File: src/nhrc_pkg.sv
// Shared types and constants for the nearest-hit ray caster.
// Used by nhrc_mac, nhrc_divsqrt and nearest_hit_ray_caster; no dependencies.
package nhrc_pkg;

  localparam int MUL_W  = 34;   // multiplier operand width, signed
  localparam int PROD_W = 68;
  localparam int ACC_W  = 144;  // accumulator width, signed
  localparam int NUM_W  = 72;   // quotient numerator / denominator width
  localparam int RAD_W  = 136;  // square root radicand width
  localparam int ROOT_W = 68;
  localparam int DIST_W = 31;
  localparam logic [DIST_W-1:0] DIST_MAX = '1;

  localparam logic [1:0] KIND_SPHERE = 2'd1;
  localparam logic [1:0] KIND_PLANE  = 2'd2;
  localparam logic       OPC_WRITE   = 1'b0;
  localparam logic       OPC_CAST    = 1'b1;

  typedef struct packed {
    logic                    valid;
    logic signed [MUL_W-1:0] a;
    logic signed [MUL_W-1:0] b;
    logic [2:0]              sh;   // product shifted left by 32*sh
    logic                    neg;
    logic                    clr;
  } mac_op_t;

  typedef struct packed {
    logic start;
    logic is_sqrt;
  } ds_req_t;

  typedef struct packed {
    logic [1:0]         kind;
    logic signed [31:0] px;
    logic signed [31:0] py;
    logic signed [31:0] pz;
    logic signed [31:0] nx;
    logic signed [31:0] ny;
    logic signed [31:0] nz;
    logic [30:0]        radius;
  } entry_t;

endpackage

File: src/nhrc_mac.sv
// Shared multiply-accumulate unit: registered 34x34 product, then a shifted
// add or subtract into a wide accumulator. Depends on nhrc_pkg.
module nhrc_mac (
  input  logic                      clk,
  input  logic                      rst,
  input  nhrc_pkg::mac_op_t         op,
  output logic signed [nhrc_pkg::ACC_W-1:0] acc
);
  import nhrc_pkg::*;

  logic                     v1;
  logic signed [PROD_W-1:0] prod1;
  logic [2:0]               sh1;
  logic                     neg1;
  logic                     clr1;
  logic signed [ACC_W-1:0]  term;
  logic signed [ACC_W-1:0]  base;

  always_comb begin
    term = ACC_W'(prod1) <<< {sh1, 5'b00000};
    if (neg1) term = -term;
    base = clr1 ? '0 : acc;
  end

  always_ff @(posedge clk) begin
    if (rst) begin
      v1 <= 1'b0;
    end else begin
      v1 <= op.valid;
    end
    prod1 <= op.a * op.b;
    sh1   <= op.sh;
    neg1  <= op.neg;
    clr1  <= op.clr;
    if (v1) acc <= base + term;
  end

endmodule

File: config.mk
export PLATFORM = sky130hd
export DESIGN_NAME = nhrc_mac
export DESIGN_NICKNAME = d
export VERILOG_FILES = /design/src/nhrc_pkg.sv /design/src/nhrc_mac.sv
export SDC_FILE = /design/constraint.sdc
export NUM_CORES = 2
export LEC_CHECK = 0
export BUFFER_PORTS_ARGS = -buffer_cell sky130_fd_sc_hd__buf_2
export CAP_MARGIN = 0
export CORE_MARGIN = 2
export CORE_UTILIZATION = 40
export DETAILED_ROUTE_END_ITERATION = 8
export GPL_TIMING_DRIVEN = 0
export HOLD_SLACK_MARGIN = 0.05
export PLACE_DENSITY = 0.56
export RECOVER_POWER = 100
export SLEW_MARGIN = 30
export SYNTH_ARGS = -nofsm -noshare
export SYNTH_HDL_FRONTEND = slang
export SYNTH_SLANG_ARGS = --single-unit
File: constraint.sdc
create_clock -name clk -period 9 [get_ports clk]
set_input_delay 0.9 -clock clk [delete_from_list [all_inputs] [get_ports clk]]
set_output_delay 0.9 -clock clk [all_outputs]
set_load 0.01 [all_outputs]
* After elaboration in Yosys (flattened, before gate mapping)
Index checks and enable logic that the tools add are counted.
** Storage, ports and cells
- Register bits :: 218
- Bits in latches :: 0
- Memory bits (writable) :: 0
- Memory bits (read-only) :: 0
- Bits of input ports :: 76
- Output and inout bits :: 144
- Memories kept :: 0
** Cells by class
- Add/subtract/negate cells :: 2
- Multiply operators :: 1
- Div/mod/pow operators :: 0
- Order comparisons :: 0
- Equal/unequal tests :: 0
- Shift-type cells :: 1
- Multiplexer cells :: 2
- Bitwise gates (word level) :: 0
- Reductions and logical operators :: 0
** Operators by type and width (count)
- $mux W144 :: 2
- $add A144 B144 Y144 :: 1
- $neg A144 Y144 :: 1
- $sshl A68 B8 Y144 :: 1
- $mul A34 B34 Y68 :: 1

* Longest topological paths before layout
- Depth in word-level cells :: 4
- Depth in mapped cells :: 32
- Gate-level depth less buffers :: 31

* Least setup slack after synthesis
No wires, ideal clock.
- Path type :: input port to flip-flop
- Start point :: input op[72] in the netlist's numbering
- End point :: register prod1[66]
- Setup time :: 0.072 ns
- Data arrival time :: 8.278 ns
- Data required time :: 8.928 ns
- Path slack :: 0.650 ns
- Cell stages on the path :: 27
- Path buffers :: 1
- Cell sequence :: clkbuf_1 > nand2_1 > inv_1 > fa_1 > fa_1 > fa_1 > inv_1 > fa_1 > inv_1 > fa_1 > fa_1 > fa_1 > inv_1 > fa_1 > inv_1 > ha_1 > a21o_1 > a21o_1 > a21oi_1 > o21ai_0 > a21oi_1 > o22ai_1 > o31a_1 > o21ai_0 > nand2b_1 > a21oi_1 > xnor2_1
** Between the ends
- Word-level cells in the longest chain between the ends :: 1
** RTL lines
- from (decl) :: line nhrc_mac.sv:6 : input nhrc_pkg::mac_op_t op,
- $mul A34 B34 Y68 :: line nhrc_mac.sv:31 : prod1 <= op.a * op.b;
- to (signal assigned) :: line nhrc_mac.sv:31
- to (decl) :: line nhrc_mac.sv:12 : logic signed [PROD_W-1:0] prod1;
Every way passes these cells.
A chain may end at the register's enable or synchronous reset.

* Worst setup path in the final report
- Start point :: input op[44] in the netlist's numbering
- End point :: register prod1[67]
The elaborated chain is that of the path after synthesis.

==> summary.txt <==
Reg2Reg Setup Slack: 0.29 ns
initial antenna violation count: 21
pre-CTS setup slack: -1.68 ns
vias in the first global route: 56000
Tightest Pin Transition: 2.57 ns
layout cells sized above 1: 0.0530
first-pass GRT wire length: 391000 µm
CP dominant cell by count: fa_1
status: complete, but fails checks
Slew Viols, Final: 128
die height: 402 µm
1st-pass router iterations: 6
CP Max Fanout: 10
GR Util All Layers: 0.335
TritonCTS clock tree: built
top cell type's share of synthesized area: 0.392
Root Driver: clkbuf_16
Fin Clk Skew: 0.0279 ns
drt initial violations: 4690
syn nets: 8915
CTS H-Tree Depth: 1
Die X-Extent: 402 µm
routability cong.: 1.03
dominant synthesized flop cell: edfxtp_1
Non-Filler Cell Area, Final: 0.0684 mm²
die area: 0.162 mm²
Startpoint Class: input port
row cnt: 146
Max-cap violations: 3
total grt overflow: 0
I/O pin count: 220
Post-Route WL: 270000 µm
Synth async-reset ratio: 0
Skew-Pair Late Insertion Delay: 0.60 ns
vias per inst: 5.55
minimum clock period after layout: 8.84 ns
period utilisation layout: 0.982
Final Hold Vio Count: 0
Worst setup EP type: flip-flop
Layout area overhead: 7.91%
Setup Viol. Count Final: 0
failing checks: max-capacitance violations, max-slew violations
Syn Std Cell Area: 0.0634 mm²
Core Box Area: 0.158 mm²
Hold WC Path Type: input port to flip-flop
post-synth top area cell: fa_1
wire length per cell: 28.2 µm
CTS Buf Count: 24
Yosys Warn Count: 0
placed instance area: 0.0673 mm²
pin count of the biggest net entering global routing: 47
Data arrival, critical path: 9.31 ns
Slowest-stage cell, CP: clkbuf_1
delay-heaviest family, CP: adder cells
antenna viol nets, final: 0
RSZ-0062 raised after global routing: true
slowest cell delay on critical path: 0.70 ns
fillers: 16200
Port Buf Inserts: 212
Unique masters post-synth: 97
clk buf depth: 3
EDFF count, synth: 144
worst path bufs/invs: 6
clock sinks: 218
Starting Density: 0.402
Avg Cell Area, Syn: 8.75 µm²
Achievable Freq: 0.113 GHz
Post-CTS Hold Fix Bufs: 0
via total after detailed routing: 53300
Post-Syn Instances: 7249
Slew HR: -0.711
synthesis-stage register bit count: 218
Area contributors post-synth: fa_1 39%, inv_1 7.4%, ha_1 6.9%, edfxtp_1 6.8%, and2_1 6.1%
Worst Setup Path Type: input port to flip-flop
Worst-path clk slew: 0.07 ns
Setup WS post-layout: 0.163 ns
sequential fraction of the synthesis area: 0.0916
fin nets: 9164
Req. time, crit path: 9.47 ns
Detailed Place HPWL: 227000 µm
Post-route DRC: 0
synthesized netlist by cell type, types with 6 or more instances:
library cell     n
a211oi_1        13
a31o_2           6
o22ai_1         11
nor2_1         283
nand2b_1        28
and4_1          10
o22a_1          12
a221oi_1         9
xor2_1         116
a21oi_1        397
o41ai_1          6
buf_2           16
buf_1           12
o211ai_1        19
o31ai_1         38
or2_2           14
and3_1          14
nor3b_1         13
xnor2_1        218
a311oi_1         6
a21boi_0        24
nor2b_1        172
clkbuf_1       360
ha_1           348
a21o_1          98
mux2i_1         65
buf_6            7
fa_1          1242
nand2_1        841
nand3_1         54
or3_1           22
o21ai_0        242
nor4_1          15
o21a_1          35
a31oi_1         32
nor3_1          69
nand4_1         82
dfxtp_1         74
inv_1         1251
o21ai_1         10
o2bb2ai_1       31
o21bai_1        61
edfxtp_1       144
and2_1         622
area by class of cell:
cell class                 instances  area [µm²]  area share
antenna                           16        40.0    0.000585
buffer                           395        1860      0.0272
clock buffer                      26         629     0.00920
clock inverter                    18         274     0.00400
inverter                        1253        4710      0.0688
multi-input combinational       5382       51500       0.753
sequential                       218        5810      0.0848
tap                             2072        2590      0.0379
timing repair buffer             224        1000      0.0147
worst paths after layout:
check	endpoint	cells past startpoint	start
max	prod1[67]	28	op[44]
min	sh1[0]	1	op[2]
max reg2reg	acc[141]	28	sh1[0]
min reg2reg	acc[0]	2	acc[0]
repair_timing:
action                                 4_1_cts  5_1_grt
setup buffers                                1        4
gates resized for setup                    105      199
pin swaps                                    0        3
endpoints found under the hold margin        0        0
setup endpoints to repair                   26       20
worst reg2reg max path: cells and delay by family (launching register included):
family	cells	cell delay [ns]
xor gates and xnor gates	2	0.28
buffers and inverters	6	1.56
and+or+nand+nor	10	3.35
DFF	1	0.42
adders and majority gates	2	0.57
AOI/OAI and AO/OA	8	2.25
layout by cell type, fill, tap and decap left out, drive strengths merged, types with 41 or more instances in the layout:
master / n
a21o: 98
a21oi: 397
and2: 622
buf: 122
clkbuf: 522
dfxtp: 74
edfxtp: 144
fa: 1242
ha: 348
inv: 1256
mux2i: 65
nand2: 841
nand3: 55
nand4: 83
nor2: 287
nor2b: 172
nor3: 71
o21ai: 253
o21bai: 61
o31ai: 41
xnor2: 218
xor2: 116
state kept, by name (all words and copies together), names as in the netlist:
name	cells
v1	1
prod1	68
sh1	3
acc	144
clr1	1
neg1	1
logic make-up after synthesis:
kind of cell             synth area share
AO/OA/AOI/OAI                       0.111
AND/OR/NAND/NOR                     0.181
XOR/XNOR                           0.0461
multiplexers                       0.0111
adder cells (fa/ha/maj)             0.461
flip-flops                         0.0916
buffers and inverters              0.0988
stage by stage:
stage / hold slack [ns] / setup TNS, ns / util / cells
floorplan: 0.730 / 0 / - / 7249
global placement: 0.809 / -46.17 / 0.425 / 9533
detailed placement: 0.639 / -29.32 / 0.426 / 9540
CTS: 0.378 / -0.0871 / 0.433 / 9584
global route: 0.402 / -0.115 / 0.433 / 9591
finish: 0.412 / 0 / 0.434 / 9604
layer usage:
metal  global-route usage  routed length, µm  up-vias
met5                    0                132        -
li1                     -                  -    23300
met4                0.174              17400       20
met2                0.544             123000     2596
met3               0.0676              23800      640
met1                0.420             106000    26800
Power is left out: the tool's default activity adds up to more than one toggle a clock period on the data nets, which glitch-free logic cannot reach.
